## src/hw/rtl/mpcd_pkg.sv

```systemverilog
// ----------------------------------------------------------------------------
// mpcd_pkg
// shared types and constants of the mouse packet cursor decoder
// ----------------------------------------------------------------------------
package mpcd_pkg;

  localparam int unsigned BYTE_W     = 8;
  localparam int unsigned SIZE_W     = 13;
  localparam int unsigned VAL_W      = 13;
  localparam int unsigned BTN_W      = 3;
  localparam int unsigned CFG_IDX_W  = 2;
  localparam int unsigned FIFO_DEPTH = 2;
  localparam int unsigned NUM_EVB    = 8;
  localparam int unsigned SEL_W      = $clog2(NUM_EVB);

  // bit 3 of the first byte is always set by the mouse
  localparam int unsigned SYNC_BIT = 3;

  typedef enum logic [1:0] {
    EV_REL  = 2'd0,
    EV_KEY  = 2'd1,
    EV_ABS  = 2'd2,
    EV_SYNC = 2'd3
  } ev_kind_e;

  localparam logic [1:0] CODE_X      = 2'd0;
  localparam logic [1:0] CODE_Y      = 2'd1;
  localparam logic [1:0] CODE_LEFT   = 2'd0;
  localparam logic [1:0] CODE_RIGHT  = 2'd1;
  localparam logic [1:0] CODE_MIDDLE = 2'd2;
  localparam logic [1:0] CODE_NONE   = 2'd0;

  localparam logic [CFG_IDX_W-1:0] REG_ENABLED = 2'd0;
  localparam logic [CFG_IDX_W-1:0] REG_WIDTH   = 2'd1;
  localparam logic [CFG_IDX_W-1:0] REG_HEIGHT  = 2'd2;

  localparam logic [SIZE_W-1:0] RESET_WIDTH  = 13'd1024;
  localparam logic [SIZE_W-1:0] RESET_HEIGHT = 13'd768;

  // pending-event bit positions, lowest goes out first
  localparam logic [SEL_W-1:0] EVB_REL_X  = 3'd0;
  localparam logic [SEL_W-1:0] EVB_REL_Y  = 3'd1;
  localparam logic [SEL_W-1:0] EVB_KEY_L  = 3'd2;
  localparam logic [SEL_W-1:0] EVB_KEY_R  = 3'd3;
  localparam logic [SEL_W-1:0] EVB_KEY_M  = 3'd4;
  localparam logic [SEL_W-1:0] EVB_ABS_X  = 3'd5;
  localparam logic [SEL_W-1:0] EVB_ABS_Y  = 3'd6;
  localparam logic [SEL_W-1:0] EVB_SYNC   = 3'd7;

  // one decoded packet, handed from front to back
  typedef struct packed {
    logic [BYTE_W-1:0] dx;
    logic [BYTE_W-1:0] dy;
    logic [BTN_W-1:0]  btn_chg;
    logic [BTN_W-1:0]  btn_new;
    logic [VAL_W-1:0]  x_val;
    logic [VAL_W-1:0]  y_val;
    logic              x_chg;
    logic              y_chg;
    logic              moved;
  } pkt_t;

  typedef struct packed {
    logic full;
    logic not_empty;
  } fifo_stat_t;

endpackage

```

## src/hw/rtl/mpcd_front.sv

```systemverilog
// ----------------------------------------------------------------------------
// mpcd_front
// byte framing, configuration registers and cursor update per packet
// ----------------------------------------------------------------------------
module mpcd_front #(
  parameter int unsigned POS_BITS = 12
) (
  input  logic                              clk_i,
  input  logic                              rst_ni,
  input  logic                              in_valid_i,
  output logic                              in_ready_o,
  input  logic [mpcd_pkg::BYTE_W-1:0]       data_byte_i,
  input  logic                              cfg_valid_i,
  input  logic [mpcd_pkg::CFG_IDX_W-1:0]    cfg_index_i,
  input  logic [mpcd_pkg::SIZE_W-1:0]       cfg_data_i,
  input  mpcd_pkg::fifo_stat_t              fifo_stat_i,
  output logic                              push_o,
  output mpcd_pkg::pkt_t                    pkt_o
);

  localparam int unsigned BW    = mpcd_pkg::BYTE_W;
  localparam int unsigned VW    = mpcd_pkg::VAL_W;
  localparam int unsigned SUM_W = POS_BITS + 2;
  localparam int unsigned MW    = (POS_BITS >= mpcd_pkg::SIZE_W) ? POS_BITS + 1
                                                                 : mpcd_pkg::SIZE_W;

  function automatic logic [MW-1:0] eff_size(input logic [mpcd_pkg::SIZE_W-1:0] s);
    logic [MW-1:0] se;
    logic [MW-1:0] lim;
    se  = MW'(s);
    lim = MW'(1) << POS_BITS;
    if (s == '0) begin
      return MW'(1);
    end else if (se > lim) begin
      return lim;
    end
    return se;
  endfunction

  function automatic logic [POS_BITS-1:0] axis_max(input logic [mpcd_pkg::SIZE_W-1:0] s);
    return POS_BITS'(eff_size(s) - MW'(1));
  endfunction

  function automatic logic [POS_BITS-1:0] axis_mid(input logic [mpcd_pkg::SIZE_W-1:0] s);
    return POS_BITS'(eff_size(s) >> 1);
  endfunction

  logic                          enabled_q, enabled_d;
  logic [mpcd_pkg::SIZE_W-1:0]   width_q, width_d;
  logic [mpcd_pkg::SIZE_W-1:0]   height_q, height_d;
  logic [1:0]                    cnt_q, cnt_d;
  logic [BW-1:0]                 held0_q, held0_d;
  logic [BW-1:0]                 held1_q, held1_d;
  logic [POS_BITS-1:0]           cur_x_q, cur_x_d;
  logic [POS_BITS-1:0]           cur_y_q, cur_y_d;
  logic [mpcd_pkg::BTN_W-1:0]    btn_q, btn_d;

  logic                          accept;
  logic [SUM_W-1:0]              sum_x, sum_y;
  logic [POS_BITS-1:0]           max_x, max_y, new_x, new_y;
  logic [mpcd_pkg::BTN_W-1:0]    btn_new;

  assign in_ready_o = !fifo_stat_i.full;
  assign accept     = in_valid_i && in_ready_o;

  // clamp both axes to the screen
  always_comb begin
    max_x = axis_max(width_q);
    max_y = axis_max(height_q);
    sum_x = {2'b00, cur_x_q} + {{(SUM_W-BW){held1_q[BW-1]}}, held1_q};
    sum_y = {2'b00, cur_y_q} - {{(SUM_W-BW){data_byte_i[BW-1]}}, data_byte_i};
    if (sum_x[SUM_W-1]) begin
      new_x = '0;
    end else if (sum_x[SUM_W-2:0] > {1'b0, max_x}) begin
      new_x = max_x;
    end else begin
      new_x = sum_x[POS_BITS-1:0];
    end
    if (sum_y[SUM_W-1]) begin
      new_y = '0;
    end else if (sum_y[SUM_W-2:0] > {1'b0, max_y}) begin
      new_y = max_y;
    end else begin
      new_y = sum_y[POS_BITS-1:0];
    end
    btn_new = held0_q[mpcd_pkg::BTN_W-1:0];
  end

  always_comb begin
    enabled_d = enabled_q;
    width_d   = width_q;
    height_d  = height_q;
    cnt_d     = cnt_q;
    held0_d   = held0_q;
    held1_d   = held1_q;
    cur_x_d   = cur_x_q;
    cur_y_d   = cur_y_q;
    btn_d     = btn_q;
    push_o    = 1'b0;

    if (accept && enabled_q) begin
      priority if (cnt_q == 2'd0) begin
        if (data_byte_i[mpcd_pkg::SYNC_BIT]) begin
          held0_d = data_byte_i;
          cnt_d   = 2'd1;
        end
      end else if (cnt_q == 2'd1) begin
        held1_d = data_byte_i;
        cnt_d   = 2'd2;
      end else begin
        cnt_d   = 2'd0;
        cur_x_d = new_x;
        cur_y_d = new_y;
        btn_d   = btn_new;
        push_o  = 1'b1;
      end
    end

    if (cfg_valid_i) begin
      unique case (cfg_index_i)
        mpcd_pkg::REG_ENABLED: enabled_d = cfg_data_i[0];
        mpcd_pkg::REG_WIDTH: begin
          width_d = cfg_data_i;
          cur_x_d = axis_mid(cfg_data_i);
        end
        mpcd_pkg::REG_HEIGHT: begin
          height_d = cfg_data_i;
          cur_y_d  = axis_mid(cfg_data_i);
        end
        default: ;
      endcase
    end
  end

  always_comb begin
    pkt_o.dx      = held1_q;
    pkt_o.dy      = data_byte_i;
    pkt_o.btn_new = btn_new;
    pkt_o.btn_chg = btn_new ^ btn_q;
    pkt_o.x_val   = VW'(new_x);
    pkt_o.y_val   = VW'(new_y);
    pkt_o.x_chg   = (new_x != cur_x_q);
    pkt_o.y_chg   = (new_y != cur_y_q);
    pkt_o.moved   = (new_x != cur_x_q) || (new_y != cur_y_q) || (btn_new != btn_q);
  end

  always_ff @(posedge clk_i or negedge rst_ni) begin
    if (!rst_ni) begin
      enabled_q <= 1'b0;
      width_q   <= mpcd_pkg::RESET_WIDTH;
      height_q  <= mpcd_pkg::RESET_HEIGHT;
      cnt_q     <= 2'd0;
      cur_x_q   <= axis_mid(mpcd_pkg::RESET_WIDTH);
      cur_y_q   <= axis_mid(mpcd_pkg::RESET_HEIGHT);
      btn_q     <= '0;
    end else begin
      enabled_q <= enabled_d;
      width_q   <= width_d;
      height_q  <= height_d;
      cnt_q     <= cnt_d;
      cur_x_q   <= cur_x_d;
      cur_y_q   <= cur_y_d;
      btn_q     <= btn_d;
    end
  end

  // held bytes are always written before use within a packet
  always_ff @(posedge clk_i) begin
    held0_q <= held0_d;
    held1_q <= held1_d;
  end

endmodule

```

## src/hw/rtl/mpcd_fifo.sv

```systemverilog
// ----------------------------------------------------------------------------
// mpcd_fifo
// short packet queue between front and back
// ----------------------------------------------------------------------------
module mpcd_fifo (
  input  logic                 clk_i,
  input  logic                 rst_ni,
  input  logic                 push_i,
  input  mpcd_pkg::pkt_t       pkt_i,
  input  logic                 pop_i,
  output mpcd_pkg::pkt_t       pkt_o,
  output mpcd_pkg::fifo_stat_t stat_o
);

  localparam int unsigned DEPTH = mpcd_pkg::FIFO_DEPTH;
  localparam int unsigned PTR_W = (DEPTH > 1) ? $clog2(DEPTH) : 1;
  localparam int unsigned CNT_W = $clog2(DEPTH + 1);

  mpcd_pkg::pkt_t   mem_q [DEPTH];
  logic [PTR_W-1:0] wr_q, wr_d, rd_q, rd_d;
  logic [CNT_W-1:0] cnt_q, cnt_d;

  assign stat_o.full      = (cnt_q == CNT_W'(DEPTH));
  assign stat_o.not_empty = (cnt_q != '0);
  assign pkt_o            = mem_q[rd_q];

  always_comb begin
    wr_d  = wr_q;
    rd_d  = rd_q;
    cnt_d = cnt_q;
    if (push_i) begin
      wr_d = (wr_q == PTR_W'(DEPTH - 1)) ? '0 : wr_q + PTR_W'(1);
    end
    if (pop_i) begin
      rd_d = (rd_q == PTR_W'(DEPTH - 1)) ? '0 : rd_q + PTR_W'(1);
    end
    if (push_i && !pop_i) begin
      cnt_d = cnt_q + CNT_W'(1);
    end else if (pop_i && !push_i) begin
      cnt_d = cnt_q - CNT_W'(1);
    end
  end

  always_ff @(posedge clk_i or negedge rst_ni) begin
    if (!rst_ni) begin
      wr_q  <= '0;
      rd_q  <= '0;
      cnt_q <= '0;
    end else begin
      wr_q  <= wr_d;
      rd_q  <= rd_d;
      cnt_q <= cnt_d;
    end
  end

  always_ff @(posedge clk_i) begin
    if (push_i) begin
      mem_q[wr_q] <= pkt_i;
    end
  end

endmodule

```

## src/hw/rtl/mpcd_back.sv

```systemverilog
// ----------------------------------------------------------------------------
// mpcd_back
// expands one packet into its event run, one event per cycle when not stalled
// ----------------------------------------------------------------------------
module mpcd_back (
  input  logic                            clk_i,
  input  logic                            rst_ni,
  input  logic                            pkt_valid_i,
  input  mpcd_pkg::pkt_t                  pkt_i,
  output logic                            pop_o,
  output logic                            out_valid_o,
  input  logic                            out_ready_i,
  output logic [1:0]                      event_kind_o,
  output logic [1:0]                      event_code_o,
  output logic signed [mpcd_pkg::VAL_W-1:0] event_value_o,
  output logic                            cursor_moved_o,
  output logic                            last_event_o
);

  localparam int unsigned VW = mpcd_pkg::VAL_W;
  localparam int unsigned BW = mpcd_pkg::BYTE_W;
  localparam int unsigned NE = mpcd_pkg::NUM_EVB;

  mpcd_pkg::pkt_t               rec_q;
  logic [NE-1:0]                mask_q, mask_d;
  logic                         vld_q, vld_d;
  mpcd_pkg::ev_kind_e           kind_q, kind_d;
  logic [1:0]                   code_q, code_d;
  logic [VW-1:0]                val_q, val_d;
  logic                         moved_q, moved_d;
  logic                         last_q, last_d;

  logic                         slot_free;
  logic [mpcd_pkg::SEL_W-1:0]   sel;
  logic [VW-1:0]                dx_ext, dy_ext;

  assign slot_free = !vld_q || out_ready_i;
  assign pop_o     = (mask_q == '0) && pkt_valid_i;
  assign dx_ext    = {{(VW-BW){rec_q.dx[BW-1]}}, rec_q.dx};
  assign dy_ext    = {{(VW-BW){rec_q.dy[BW-1]}}, rec_q.dy};

  // lowest pending bit goes first
  always_comb begin
    sel = '0;
    for (int i = NE - 1; i >= 0; i--) begin
      if (mask_q[i]) begin
        sel = mpcd_pkg::SEL_W'(i);
      end
    end
  end

  always_comb begin
    kind_d  = mpcd_pkg::EV_SYNC;
    code_d  = mpcd_pkg::CODE_NONE;
    val_d   = '0;
    moved_d = 1'b0;
    last_d  = 1'b0;
    unique case (sel)
      mpcd_pkg::EVB_REL_X: begin
        kind_d = mpcd_pkg::EV_REL;
        code_d = mpcd_pkg::CODE_X;
        val_d  = dx_ext;
      end
      mpcd_pkg::EVB_REL_Y: begin
        kind_d = mpcd_pkg::EV_REL;
        code_d = mpcd_pkg::CODE_Y;
        val_d  = VW'(0) - dy_ext;
      end
      mpcd_pkg::EVB_KEY_L: begin
        kind_d = mpcd_pkg::EV_KEY;
        code_d = mpcd_pkg::CODE_LEFT;
        val_d  = {{(VW-1){1'b0}}, rec_q.btn_new[0]};
      end
      mpcd_pkg::EVB_KEY_R: begin
        kind_d = mpcd_pkg::EV_KEY;
        code_d = mpcd_pkg::CODE_RIGHT;
        val_d  = {{(VW-1){1'b0}}, rec_q.btn_new[1]};
      end
      mpcd_pkg::EVB_KEY_M: begin
        kind_d = mpcd_pkg::EV_KEY;
        code_d = mpcd_pkg::CODE_MIDDLE;
        val_d  = {{(VW-1){1'b0}}, rec_q.btn_new[2]};
      end
      mpcd_pkg::EVB_ABS_X: begin
        kind_d = mpcd_pkg::EV_ABS;
        code_d = mpcd_pkg::CODE_X;
        val_d  = rec_q.x_val;
      end
      mpcd_pkg::EVB_ABS_Y: begin
        kind_d = mpcd_pkg::EV_ABS;
        code_d = mpcd_pkg::CODE_Y;
        val_d  = rec_q.y_val;
      end
      default: begin
        moved_d = rec_q.moved;
        last_d  = 1'b1;
      end
    endcase
  end

  always_comb begin
    mask_d = mask_q;
    vld_d  = vld_q;
    if (slot_free) begin
      vld_d = (mask_q != '0);
      if (mask_q != '0) begin
        mask_d = mask_q & ~(NE'(1) << sel);
      end
    end
    if (pop_o) begin
      mask_d = {1'b1, pkt_i.y_chg, pkt_i.x_chg, pkt_i.btn_chg,
                (pkt_i.dy != '0), (pkt_i.dx != '0)};
    end
  end

  always_ff @(posedge clk_i or negedge rst_ni) begin
    if (!rst_ni) begin
      mask_q <= '0;
      vld_q  <= 1'b0;
    end else begin
      mask_q <= mask_d;
      vld_q  <= vld_d;
    end
  end

  always_ff @(posedge clk_i) begin
    if (pop_o) begin
      rec_q <= pkt_i;
    end
    if (slot_free && (mask_q != '0)) begin
      kind_q  <= kind_d;
      code_q  <= code_d;
      val_q   <= val_d;
      moved_q <= moved_d;
      last_q  <= last_d;
    end
  end

  assign out_valid_o    = vld_q;
  assign event_kind_o   = kind_q;
  assign event_code_o   = code_q;
  assign event_value_o  = val_q;
  assign cursor_moved_o = moved_q;
  assign last_event_o   = last_q;

endmodule

```

## src/hw/rtl/mouse_packet_cursor_decoder_unit.sv

```systemverilog
// ----------------------------------------------------------------------------
// mouse_packet_cursor_decoder_unit
// three-byte mouse packet decoder with clamped cursor and event runs
// ----------------------------------------------------------------------------
// Raw mouse bytes come in on the input channel, one per request. Once the
// enabled register is set, a byte with bit 3 set starts a packet; three bytes
// make one, and the cursor is moved by +dx / -dy and clamped to the screen
// size programmed in the width and height registers (writing one re-centers
// that axis). Each packet gives a run of one to eight events: rel x, rel y,
// changed buttons, abs x, abs y and a closing sync with last_event set.
// The front accepts one byte per cycle and only stalls its input when the
// two-entry queue is full; it does the cursor update on the third byte. The
// back sends one event per cycle while the receiver is ready and takes the
// next packet from the queue only once the current run is issued, so it never
// starts a packet before it is done with the last one. Configuration writes
// are taken in every cycle and must only happen while the block is idle.
// ----------------------------------------------------------------------------
module mouse_packet_cursor_decoder_unit #(
  parameter int unsigned POS_BITS = 12
) (
  input  logic                              clk_i,
  input  logic                              rst_ni,
  // byte request
  input  logic                              in_valid_i,
  output logic                              in_ready_o,
  input  logic [mpcd_pkg::BYTE_W-1:0]       data_byte_i,
  // register write request
  input  logic                              cfg_valid_i,
  output logic                              cfg_ready_o,
  input  logic [mpcd_pkg::CFG_IDX_W-1:0]    cfg_index_i,
  input  logic [mpcd_pkg::SIZE_W-1:0]       cfg_data_i,
  // event request
  output logic                              out_valid_o,
  input  logic                              out_ready_i,
  output logic [1:0]                        event_kind_o,
  output logic [1:0]                        event_code_o,
  output logic signed [mpcd_pkg::VAL_W-1:0] event_value_o,
  output logic                              cursor_moved_o,
  output logic                              last_event_o
);

  logic                 push;
  logic                 pop;
  mpcd_pkg::pkt_t       pkt_in;
  mpcd_pkg::pkt_t       pkt_out;
  mpcd_pkg::fifo_stat_t fifo_stat;

  // registers are plain flops, always writable
  assign cfg_ready_o = 1'b1;

  // framing, registers and cursor state
  mpcd_front #(
    .POS_BITS (POS_BITS)
  ) u_front (
    .clk_i       (clk_i),
    .rst_ni      (rst_ni),
    .in_valid_i  (in_valid_i),
    .in_ready_o  (in_ready_o),
    .data_byte_i (data_byte_i),
    .cfg_valid_i (cfg_valid_i),
    .cfg_index_i (cfg_index_i),
    .cfg_data_i  (cfg_data_i),
    .fifo_stat_i (fifo_stat),
    .push_o      (push),
    .pkt_o       (pkt_in)
  );

  // decoded packets wait here while the back drains a run
  mpcd_fifo u_fifo (
    .clk_i  (clk_i),
    .rst_ni (rst_ni),
    .push_i (push),
    .pkt_i  (pkt_in),
    .pop_i  (pop),
    .pkt_o  (pkt_out),
    .stat_o (fifo_stat)
  );

  // event sequencer with output register
  mpcd_back u_back (
    .clk_i          (clk_i),
    .rst_ni         (rst_ni),
    .pkt_valid_i    (fifo_stat.not_empty),
    .pkt_i          (pkt_out),
    .pop_o          (pop),
    .out_valid_o    (out_valid_o),
    .out_ready_i    (out_ready_i),
    .event_kind_o   (event_kind_o),
    .event_code_o   (event_code_o),
    .event_value_o  (event_value_o),
    .cursor_moved_o (cursor_moved_o),
    .last_event_o   (last_event_o)
  );

endmodule

```

## config.mk

```make
export PLATFORM = sky130hd
export DESIGN_NAME = mouse_packet_cursor_decoder_unit
export DESIGN_NICKNAME = d
export VERILOG_FILES = /design/src/hw/rtl/mpcd_pkg.sv /design/src/hw/rtl/mpcd_front.sv /design/src/hw/rtl/mpcd_fifo.sv /design/src/hw/rtl/mpcd_back.sv /design/src/hw/rtl/mouse_packet_cursor_decoder_unit.sv
export SDC_FILE = /design/constraint.sdc
export NUM_CORES = 1
export LEC_CHECK = 0
export BUFFER_PORTS_ARGS = -buffer_cell sky130_fd_sc_hd__buf_2
export CAP_MARGIN = 10
export CORE_UTILIZATION = 60
export CTS_CLUSTER_SIZE = 25
export DETAILED_ROUTE_END_ITERATION = 10
export HOLD_SLACK_MARGIN = 0.03
export PLACE_DENSITY = 0.78
export SYNTH_ARGS = -nofsm -noshare
export SYNTH_HDL_FRONTEND = slang
export SYNTH_SLANG_ARGS = --single-unit
export TNS_END_PERCENT = 50
```

## constraint.sdc

```tcl
create_clock -name clk_i -period 14.4 [get_ports clk_i]
set_input_delay 2.16 -clock clk_i [delete_from_list [all_inputs] [get_ports clk_i]]
set_output_delay 2.16 -clock clk_i [all_outputs]
set_load 0.01 [all_outputs]
```

==> results of run 1 <==
[how the worst max path moves through the flow]
stage,depth (start not counted),from,end
5_1_grt,20,u_front.width_q[4]$_DFFE_PN0P_,u_fifo.mem_q[1][0]$_DFFE_PP_
2_1_floorplan,17,data_byte_i[0],u_fifo.mem_q[0][0]$_DFFE_PP_
3_3_place_gp,18,data_byte_i[0],u_fifo.mem_q[0][0]$_DFFE_PP_
6_report,20,u_front.width_q[5]$_DFFE_PN0P_,u_fifo.mem_q[0][0]$_DFFE_PP_
4_1_cts,18,data_byte_i[0],u_fifo.mem_q[1][0]$_DFFE_PP_
3_5_place_dp,18,data_byte_i[0],u_fifo.mem_q[1][0]$_DFFE_PP_
[critical path, stage by stage (launching register included)]
cell and delay, ns:
dfrtp_1 0.45, nor4_1 0.48, nand3_1 0.17, nor2_1 0.28
o21bai_1 0.19, ha_1 0.28, o21ai_1 0.29, or4b_2 0.21
nor3_1 0.04, a2111oi_0 0.80, inv_1 0.10, ha_1 0.23
nor4_1 0.24, o21ai_0 0.17, o21ai_0 0.51, nand2_1 0.42
a211oi_1 0.88, xnor2_1 0.20, nand4_1 0.13, nand4b_1 0.36
or3b_1 0.48
[power breakdown]
group          switching (W)  internal (W)
clock network       0.000257      0.000387
registers           0.000124      0.000977
logic               0.000967      0.000596
[state kept, by name (all words and copies together) (netlist names), 2 cells and up]
| signal | flops |
|---|---|
| u_front.held0_q | 3 |
| u_back.event_kind_o | 2 |
| u_back.dy_ext | 8 |
| u_front.cur_y_q | 12 |
| u_fifo.mem_q | 98 |
| u_front.held1_q | 8 |
| u_front.cnt_q | 2 |
| u_front.btn_q | 3 |
| u_fifo.cnt_q | 2 |
| u_front.width_q | 13 |
| u_back.dx_ext | 8 |
| u_back.event_code_o | 2 |
| u_back.mask_q | 8 |
| u_front.cur_x_q | 12 |
| u_back.rec_q | 28 |
| u_front.height_q | 13 |
| u_back.event_value_o | 13 |
[layout make-up]
cell class | count | area (sq um)
clock inverters | 11 | 151
inverters | 35 | 131
multi-input cells | 749 | 5390
repair buffers | 61 | 338
well taps | 270 | 338
clock buffers | 33 | 679
flip-flops and latches | 241 | 6900
fillers | 1472 | 6430
[per-layer routing]
metal / GRT usage / share of wire / up-vias
met5: 0 / 0 / -
met4: 0.104 / 0.029 / 0
met3: 0.0298 / 0.069 / 58
met2: 0.464 / 0.49 / 397
met1: 0.370 / 0.41 / 4317
li1: - / - / 4119
[stage by stage]
| stage | setup WS, ns | instance area [sq um] | std cells | total power, W |
|---|---|---|---|---|
| 4_1_cts | 7.38 | 13900 | 1400 | 0.00328 |
| 6_report | 7.24 | 13900 | 1400 | 0.00331 |
| 3_5_place_dp | 6.87 | 13100 | 1356 | 0.00263 |
| 2_1_floorplan | 7.62 | 12600 | 1061 | 0.00222 |
| 5_1_grt | 6.82 | 13900 | 1400 | 0.00349 |
| 3_3_place_gp | 7.07 | 13100 | 1356 | 0.00258 |
[logic make-up (layout without fill, tap and decap cells)]
logic type | count (synthesis) | after routing | share of synthesized area
and+or+nand+nor | 305 | 305 | 0.121
AOI/OAI and AO/OA | 243 | 243 | 0.133
DFF | 241 | 241 | 0.549
muxes | 92 | 92 | 0.0805
buffers and inverters | 71 | 140 | 0.0227
adders and majority gates | 56 | 56 | 0.0569
xor gates and xnor gates | 52 | 52 | 0.0368
other | 1 | 1 | 0.000298
[Yosys cell counts (all sizes together), types with 6 or more instances]
| cell type | count | area [sq um] |
|---|---|---|
| nand3 | 17 | 85.1 |
| a221o | 6 | 60.1 |
| dfrtp | 63 | 1580 |
| o21bai | 7 | 52.6 |
| ha | 54 | 676 |
| a22oi | 14 | 105 |
| edfxtp | 172 | 5160 |
| nor4 | 14 | 93.8 |
| clkbuf | 31 | 116 |
| inv | 34 | 128 |
| or3 | 11 | 73.8 |
| nor2b | 17 | 106 |
| a21o | 11 | 90.1 |
| mux2i | 19 | 190 |
| mux2 | 73 | 822 |
| nor3 | 35 | 180 |
| o31ai | 6 | 50.1 |
| o21ai | 39 | 195 |
| a21oi | 68 | 340 |
| o21a | 6 | 45.0 |
| xor2 | 25 | 219 |
| nand2 | 72 | 273 |
| nor2 | 82 | 308 |
| xnor2 | 27 | 244 |
| nand2b | 14 | 87.6 |
| nand4 | 6 | 37.5 |
| a31oi | 15 | 93.8 |
| dfstp | 6 | 158 |
| a211o | 6 | 52.6 |
| a211oi | 17 | 150 |
| and2 | 14 | 87.6 |
==> results.md, run 1 <==
* Outcome: complete, no violations
* Post-layout nets at ~1200
* Antenna Cells at 0
* Flop2flop setup slack at around 7.2 ns
* Hold Path End: u_fifo.cnt_q[1]$_DFFE_PN0P_
* CP Capture Type: register
* Antenna-violating nets left at 0
* Setup TNS at 0 ns
* Total routed wirelength at just under 30000 um
* Initial antenna violation count at 0
* Synthesized Nets at 1145
* Rel. slew slack at 0.370
* WL/cell at a little over 20 um
* Clk pin slew, worst setup/hold paths at about 0.060 ns
* Dominant synthesized flop cell: edfxtp_1
* GRT overflow at 0
* Syn-to-layout area delta at 10.8%
* GRT Util Overall at 0.275
* Critical path required time at approximately 15 ns
* Largest net degree at the start of global routing at 70
* WS Path Type: reg -> reg
* CP max FO at 12
* Gpl congestion at ~0.9
* Starting density of the core at 0.617
* Static leakage at between 5 and 6 nW
* Hold bufs inserted after CTS at 0
* Clk_lat worst skew at approximately 0.52 ns
* Mean number of vias per cell at about 6.4
* Post-Syn Area at ~0.013 sq mm
* Post-synth EDFFs at approximately 170
* Share of cells above drive strength 1 at 0.176
* Pins Over Slew Limit at 0
* IO Count at 50
* First-pass GRT wire length at between 40000 and 50000 um
* First-pass detailed-route iteration total at 5
* Site row count at 52
* Unrepaired setup endpoints after global routing: no
* DRC at 0
* DRT iter0 DRCs at 931
* Hold Crit Start: u_fifo.cnt_q[1]$_DFFE_PN0P_
* Post-Route Utilization at 0.684
* Fin crit period at roughly 7.2 ns
* Clock Path Buffers at 3
* CTS tree: done
* Die width at 147 um
* Die ar. at between 0.02 and 0.025 sq mm
* Core area at ~0.020 sq mm
* Crit start category: register
* Number of vias in the routed layout at roughly 8900
* I/O Buffers at between 40 and 50
* Commonest non-fill, non-tap cell in the layout: edfxtp_1
* MaxCap Viol Count at 0
* Final count of hold timing violations at 0
* Post-synthesis sequential area ratio at 0.549
* Worst Hold Class: reg -> reg
* Worst hold slack at between 0.5 and 0.6 ns
* Worst R2R Path Depth at 20
* TritonCTS Buffers at 24
* Yosys cell types at between 80 and 90
* Final clock skew at between 0.015 and 0.02 ns
* Worst EP arrival at about 7.4 ns
* Hold path depth at 1
* Post_cts resized at 0
* Syn_area_per_cell at roughly 12 sq um
* Gate Count Post-Synth at around 1100
* Worst R2R End: u_fifo.mem_q[0][0]$_DFFE_PP_
* Synth Register Bits at 241
* Total setup buffers inserted after CTS at 0
* Launching point of the worst reg2reg path: u_front.width_q[5]$_DFFE_PN0P_
* Pwr Density at between 200 and 250 mW/mm^2
* Final setup fails at 0
* Vias in the first global route at between 8000 and 9000
* Die height at approximately 150 um
* Worst IR drop on VDD at between 0.1 and 0.15 mV
* Syn. warnings at 0
* H-Tree Depth at 1
* Fmax at approximately 0.14 GHz
* Placed wire-length estimate at approximately 21000 um
* Sink Count at around 240
* Slew of the pin with the lowest slew margin at 0.942 ns
* Clk root buf: clkbuf_16
* Fin crit share at 0.497
* Commonest cells after routing, fill and taps aside: edfxtp_1 (172), nor2_1 (81), mux2_2 (72), nand2_1 (71), a21oi_1 (68)
* FFs w/ async S/R, synth at 0.286
Power figures use the tool's default switching activity.
==> run 2: changes to the inputs <==
CORE_UTILIZATION = 56   (was 60)
PLACE_DENSITY = 0.76   (was 0.78)
clock period = 6.3 ns   (was 14.4 ns; I/O delays follow)
==> run 2 against run 1 <==
Against the previous run:
- total power is 130% higher
- critical path depth fell by 1
- first-iteration DRC count decreased by 24%
- critical endpoint unchanged
- setup slack got worse by 6.8 ns
- via count is 0.90% lower
- global-route usage down 2.1 points
- clock skew rose by 0.013 ns
- critical path type unchanged
- sequential power increased by 130%
==> results.md, run 2 (synthesized netlist as in run 1, its figures left out) <==
* Number of vias in the routed layout at 8811 (-0.90%)
* Share of cells above drive strength 1 at 0.187 (+0.0104)
* Clk pin slew, worst setup/hold paths at 0.06 ns (about the same)
* GRT Util Overall at 0.254 (-0.0211)
* Static leakage at 5.34 nW (+0.84%)
* Worst EP arrival at 6.11 ns (-1.31 ns)
* Die ar. at 0.0230 sq mm (+7.0%)
* Largest net degree at the start of global routing at 70 (unchanged)
* Fmax at 0.170 GHz (+22%)
* Combinational power share at 0.482 (+0.010)
* Fin crit period at 5.87 ns (-1.30 ns)
* Die height at 152 um (+3.5%)
* Sink Count at 241 (unchanged)
* Clk_lat worst skew at 0.53 ns (about the same)
* Hold bufs inserted after CTS at 0 (unchanged)
* Clock share of power at 0.188 (-0.007)
* Crit start category: register
* MaxCap Viol Count at 0 (unchanged)
* Commonest cells after routing, fill and taps aside: edfxtp_1 (172), nor2_1 (81), mux2_2 (72), nand2_1 (70), a21oi_1 (68)
* Final setup fails at 0 (unchanged)
* Final count of hold timing violations at 0 (unchanged)
* Internal power at 0.00453 W (+130%)
* Top reg by flops: u_fifo.mem_q
* Slowest Stage Delay on Critical Path at 0.72 ns (-0.16 ns)
* DRT iter0 DRCs at 708 (-24%)
* Site row count at 54 (+3.8%)
* GRT overflow at 0 (unchanged)
* Final clock skew at 0.0333 ns (+0.0134 ns)
* Vias in the first global route at 8544 (+0.53%)
* Worst Hold Class: reg -> reg
* Total setup buffers inserted after CTS at 0 (unchanged)
* Overall power at 0.00763 W (+130%)
* Die width at 152 um (+3.5%)
* Antenna-violating nets left at 0 (unchanged)
* Starting density of the core at 0.574 (-0.0430)
* Slowest CP cell: a211oi_1
* Flop pwr share at 0.330 (-0.003)
* Worst IR drop on VDD at 0.258 mV (+110%)
* IO Count at 50 (unchanged)
* DRC at 0 (unchanged)
* TritonCTS Buffers at 24 (unchanged)
* Critical path required time at 6.55 ns (-8.11 ns)
* Syn-to-layout area delta at 11.6%
* Top flop regs: u_fifo.mem_q x98, u_back.rec_q x28
* Initial antenna violation count at 1 (+1)
* Placed wire-length estimate at 21200 um (+0.82%)
* Setup TNS at 0 ns (unchanged)
* Pins Over Slew Limit at 0 (unchanged)
* Psw at 0.00310 W (+130%)
* WS Path Type: reg -> reg
* First-pass detailed-route iteration total at 5 (unchanged)
* Fillcell total at 1670 (+13%)
* Sw frac at 0.407 (-0.000549)
* Gpl congestion at 0.905 (-1.1%)
* Hold path depth at 2 (+1)
* CTS tree: done
* CP max FO at 7 (-5)
* H-Tree Depth at 1 (unchanged)
* Pwr Density at 544 mW/mm^2 (+130%)
* I/O Buffers at 48 (unchanged)
* Fin crit share at 0.931 (+0.434)
* Unrepaired setup endpoints after global routing: no
* Total routed wirelength at 29300 um (+0.92%)
* Core area at 0.0219 sq mm (+7.5%)
* Clock Path Buffers at 3 (unchanged)
* Slew of the pin with the lowest slew margin at 0.926 ns (-0.0162 ns)
* Post-layout nets at 1208 (+1.0%)
* CP Capture Type: register
* Commonest non-fill, non-tap cell in the layout: edfxtp_1
* First-pass GRT wire length at 46200 um (+1.3%)
* Antenna Cells at 0 (unchanged)
* Rel. slew slack at 0.383 (+0.0131)
* Worst R2R Path Depth at 19 (-5.0%)
* Cells along the critical path: or4_1, nor4_2, o21a_1, inv_1, ha_1, nand2b_1, nor4b_1, a2111o_1, ha_1, nor2_1, nor2_1, o31ai_1, a211oi_1, nor3_1, a21o_4, a222oi_1, o2111ai_1, or4_4, or3b_1
* Mean number of vias per cell at 6.20 (-2.4%)
* Largest register FFs at 98 (unchanged)
* Clk root buf: clkbuf_16
* WL/cell at 20.6 um (-0.65%)
* Outcome: complete, no violations
[run 2: worst max-delay path, delay by kind of cell (launching register included)]
kind,cells,cell delay (ns)
adders and majority gates,2,0.57
DFF,1,0.45
buffers and inverters,1,0.08
AOI/OAI and AO/OA,7,2.16
and+or+nand+nor,9,2.36
[run 2: what timing repair did]
action / in CTS / in global routing
gates resized for setup: 0 / 6
setup endpoints to repair: 0 / 4
hold endpoints to repair: 0 / 0
[run 2: metal layers]
| layer | part of all wire | global-route usage | vias to the layer above | wire [um] |
|---|---|---|---|---|
| met2 | 0.48 | 0.430 | 296 | 14100 |
| met1 | 0.43 | 0.343 | 4312 | 12700 |
| met5 | 0.00044 | 0 | - | 13 |
| met3 | 0.053 | 0.0299 | 63 | 1540 |
| li1 | - | - | 4138 | - |
| met4 | 0.030 | 0.0810 | 2 | 887 |
[run 2: layout make-up]
| type | count | area [sq um] | share of cell area |
|---|---|---|---|
| Timing Repair Buffer | 73 | 428 | 0.0305 |
| Sequential cell | 241 | 6900 | 0.492 |
| Clock buffer | 29 | 639 | 0.0456 |
| Multi-Input combinational cell | 749 | 5410 | 0.386 |
| Clock inverter | 15 | 165 | 0.0118 |
| Inverter | 35 | 131 | 0.00937 |
| Tap cell | 280 | 350 | 0.0250 |
[run 2: power by group through the flow]
stage          registers, W  clock network [W]  logic, W
3_3_place_gp        0.00253                  0   0.00351
6_report            0.00252            0.00143   0.00368
2_1_floorplan       0.00247                  0   0.00260
4_1_cts             0.00251            0.00145   0.00361
5_1_grt             0.00255            0.00152   0.00404
3_5_place_dp        0.00254                  0   0.00358
[run 2: metrics by stage]
step           utilization  worst slack (ns)  area [sq um]  cells  hold WS, ns
4_1_cts              0.640             0.103         14000   1422        0.498
3_3_place_gp         0.603             0.256         13200   1378        0.478
3_5_place_dp         0.603             0.115         13200   1378        0.483
6_report             0.641             0.433         14000   1422        0.501
5_1_grt              0.641            0.0173         14000   1422        0.526
2_1_floorplan            -             0.736         12600   1061        0.452
[run 2: path summary, 6_finish.rpt]
check	from	endpoint	slack, ns
max in group asynchronous	rst_ni	u_fifo.rd_q$_DFFE_PN0P_	5.03
setup reg to reg	u_front.height_q[7]$_DFFE_PN0P_	u_fifo.mem_q[0][0]$_DFFE_PP_	0.43
hold / removal	u_front.btn_q[1]$_DFFE_PN0P_	u_front.btn_q[1]$_DFFE_PN0P_	0.50
setup / recovery	u_front.height_q[7]$_DFFE_PN0P_	u_fifo.mem_q[0][0]$_DFFE_PP_	0.43
min in group asynchronous	rst_ni	u_front.cnt_q[1]$_DFFE_PN0P_	0.64
hold reg to reg	u_front.btn_q[1]$_DFFE_PN0P_	u_front.btn_q[1]$_DFFE_PN0P_	0.50
==> run 3: changes to the inputs <==
CELL_PAD_IN_SITES_DETAIL_PLACEMENT = 1   (was not set)
CELL_PAD_IN_SITES_GLOBAL_PLACEMENT = 1   (was not set)
CORE_UTILIZATION = 51   (was 56)
PLACE_DENSITY = not set   (was 0.76)
PLACE_DENSITY_LB_ADDON = 0.1   (was not set)
clock period = 5.65 ns   (was 6.3 ns; I/O delays follow)
==> run 3 against run 2 <==
Against the previous run:
- sequential share of layout area fell by 2.3 points
- setup slack got worse by 0.19 ns
- sequential power rose by 12%
- largest power group unchanged
- worst hold slack got worse by 0.0050 ns
- critical path depth did not move
- first-iteration DRC count fell by 14%
- largest cell class unchanged
- clock power rose by 18%
- highest routed layer is now met4
==> results.md, run 3 (synthesized netlist as in run 1, its figures left out) <==
* Outcome: complete, no violations
* TritonCTS Buffers at 25 (+4.2%)
* Clock Path Buffers at 3 (unchanged)
* Share of cells above drive strength 1 at 0.245 (+0.0581)
* Fmax at 0.185 GHz (+8.5%)
* Clk pin slew, worst setup/hold paths at 0.06 ns (about the same)
* H-Tree Depth at 1 (unchanged)
* Final clock skew at 0.0147 ns (-0.0187 ns)
* Setup WS post-layout at 0.242 ns (-0.191 ns)
* Critical path required time at 5.91 ns (-0.64 ns)
* Sw frac at 0.415 (+0.00830)
* Syn-to-layout area delta at 17.0%
* Internal power at 0.00545 W (+20%)
* Fin crit share at 0.957 (+0.0260)
* Top reg by flops: u_fifo.mem_q
* Top flop regs: u_fifo.mem_q x98, u_back.rec_q x28
* Fin crit period at 5.41 ns (-0.459 ns)
* Placed wire-length estimate at 27000 um (+28%)
* Total routed wirelength at 36100 um (+23%)
* CP Capture Type: register
* Flop pwr share at 0.303 (-0.027)
* IO Count at 50 (unchanged)
* First-pass detailed-route iteration total at 5 (unchanged)
* Die height at 159 um (+4.7%)
* Area of the multi-input gates at 0.00551 sq mm (+1.8%)
* DRT iter0 DRCs at 609 (-14%)
* First-pass GRT wire length at 56100 um (+21%)
* Slew of the pin with the lowest slew margin at 1.13 ns (+0.204 ns)
* Worst Hold Class: in -> async
* Vias in the first global route at 9658 (+13%)
* Largest register FFs at 98 (unchanged)
* Starting density of the core at 0.518 (-0.0558)
* Mean number of vias per cell at 5.93 (-4.3%)
* Antenna-violating nets left at 0 (unchanged)
* Static leakage at 5.71 nW (+6.9%)
* Site row count at 57 (+5.6%)
* WL/cell at 23.5 um (+14%)
* Die ar. at 0.0253 sq mm (+9.7%)
* Crit path buf inv count at 1 (unchanged)
* Combinational power share at 0.515 (+0.033)
* Clock share of power at 0.182 (-0.006)
* Commonest cells after routing, fill and taps aside: edfxtp_1 (172), buf_4 (91), nor2_1 (81), mux2_2 (72), nand2_1 (70)
* Core area at 0.0242 sq mm (+11%)
* Worst EP arrival at 5.67 ns (-0.44 ns)
* Psw at 0.00387 W (+25%)
* I/O Buffers at 48 (unchanged)
* Worst R2R End: u_fifo.mem_q[1][0]$_DFFE_PP_
* Overall power at 0.00932 W (+22%)
* Crit start category: register
* Initial antenna violation count at 0 (-1)
* Gpl congestion at 0.878 (-2.9%)
* DRC at 0 (unchanged)
* Rel. slew slack at 0.240 (-0.143)
* Clk root buf: clkbuf_16
* GRT overflow at 0 (unchanged)
* GRT Util Overall at 0.289 (+0.0349)
* Slowest Stage Delay on Critical Path at 0.63 ns (-0.09 ns)
* Antenna Cells at 0 (unchanged)
* Largest net degree at the start of global routing at 70 (unchanged)
* Sink Count at 241 (unchanged)
* Unrepaired setup endpoints after global routing: no
* Fillcell total at 2499 (+50%)
* CTS tree: done
* Cells along the critical path: or4_1, nor4_4, o21a_1, inv_1, ha_1, nand2b_1, nor4b_1, a2111o_1, ha_1, nor2_1, nor2_1, o31ai_1, a211oi_2, nor3_1, a21o_4, a222oi_1, o2111ai_1, or4_4, or3b_1
* CP max FO at 7 (unchanged)
* Worst IR drop on VDD at 0.342 mV (+33%)
* Launching point of the worst reg2reg path: u_front.height_q[7]$_DFFE_PN0P_
* Post-layout nets at 1275 (+5.5%)
* Cell family with most CP delay: simple AND/OR/NAND/NOR gates
* Seq. cell area at 0.00690 sq mm (unchanged)
* Clk_lat worst skew at 0.53 ns (about the same)
* MaxCap Viol Count at 0 (unchanged)
* Flop2flop setup slack at 0.24 ns (-0.19 ns)
* Pins Over Slew Limit at 0 (unchanged)
* Pre-CTS setup slack at -0.346 ns (-0.462 ns)
* Number of vias in the routed layout at 9093 (+3.2%)
* WS Path Type: reg -> reg
* Slowest CP cell: or4_1
* Commonest non-fill, non-tap cell in the layout: edfxtp_1
* Final count of hold timing violations at 0 (unchanged)
* Pwr Density at 634 mW/mm^2 (+16%)
* Worst R2R Path Depth at 19 (unchanged)
* Die width at 159 um (+4.7%)
* Setup TNS at 0 ns (unchanged)
* Final setup fails at 0 (unchanged)
==> run 3: changes by cell type in the layout (fill, tap and decap cells not counted), moves of 2 or more <==
cell / delta
a211oi_2: +6
buf_4: +66
clkinvlp_4: -2
a21oi_1: -2
a2111oi_2: +2
a21oi_2: +2
a211oi_1: -6
clkbuf_8: -2
==> run 3: final cells by class <==
cell class,count,area share
Clock buffer,29,0.0435
Clock inverter,17,0.0137
Inverter,35,0.00893
Multi-Input combinational cell,749,0.374
Sequential cell,241,0.469
Tap cell,324,0.0276
Timing Repair Buffer,139,0.0628
==> run 3: stage by stage <==
| stage | hold slack [ns] | utilization | cell area [sq um] | cells |
|---|---|---|---|---|
| global route | 0.524 | 0.607 | 14700 | 1534 |
| global placement | 0.476 | 0.566 | 13700 | 1485 |
| finish | 0.496 | 0.607 | 14700 | 1534 |
| floorplan | 0.452 | - | 12600 | 1061 |
| detailed placement | 0.494 | 0.566 | 13700 | 1485 |
| CTS | 0.509 | 0.602 | 14600 | 1532 |
==> run 3: worst max path at each step <==
stage | startpoint | endpoint | slack [ns] | cells after the start
after floorplan | data_byte_i[0] | u_fifo.mem_q[0][0]$_DFFE_PP_ | 0.18 | 17
final | u_front.height_q[7]$_DFFE_PN0P_ | u_fifo.mem_q[1][0]$_DFFE_PP_ | 0.24 | 19
after global routing | u_front.width_q[5]$_DFFE_PN0P_ | u_fifo.mem_q[1][0]$_DFFE_PP_ | 0.01 | 23
after CTS | u_front.width_q[10]$_DFFE_PN1P_ | u_fifo.mem_q[1][0]$_DFFE_PP_ | 0.06 | 22
after detailed placement | data_byte_i[0] | u_fifo.mem_q[0][0]$_DFFE_PP_ | -0.35 | 19
after global placement | data_byte_i[0] | u_fifo.mem_q[0][0]$_DFFE_PP_ | -0.18 | 19
==> run 3: what timing repair did <==
item / in CTS / in global routing
setup endpoints to repair: 2 / 4
setup buffers: 1 / 2
gates resized for setup: 6 / 21
hold buffers: 0 / 0
hold endpoints to repair: 0 / 0
pin swaps: 1 / 4
==> run 3: power by group through the flow <==
stage	logic [W]	registers, W	clock network [W]
5_1_grt	0.00522	0.00286	0.00178
4_1_cts	0.00467	0.00283	0.00171
6_report	0.00480	0.00283	0.00169
2_1_floorplan	0.00290	0.00275	0
3_5_place_dp	0.00459	0.00285	0
3_3_place_gp	0.00441	0.00283	0
==> run 3: per-layer routing <==
layer	vias to the layer above	wire, um	track usage
met5	-	0	0
met4	0	958	0.0848
met3	55	1340	0.0333
met2	204	18200	0.511
met1	4557	15500	0.375
li1	4277	-	-
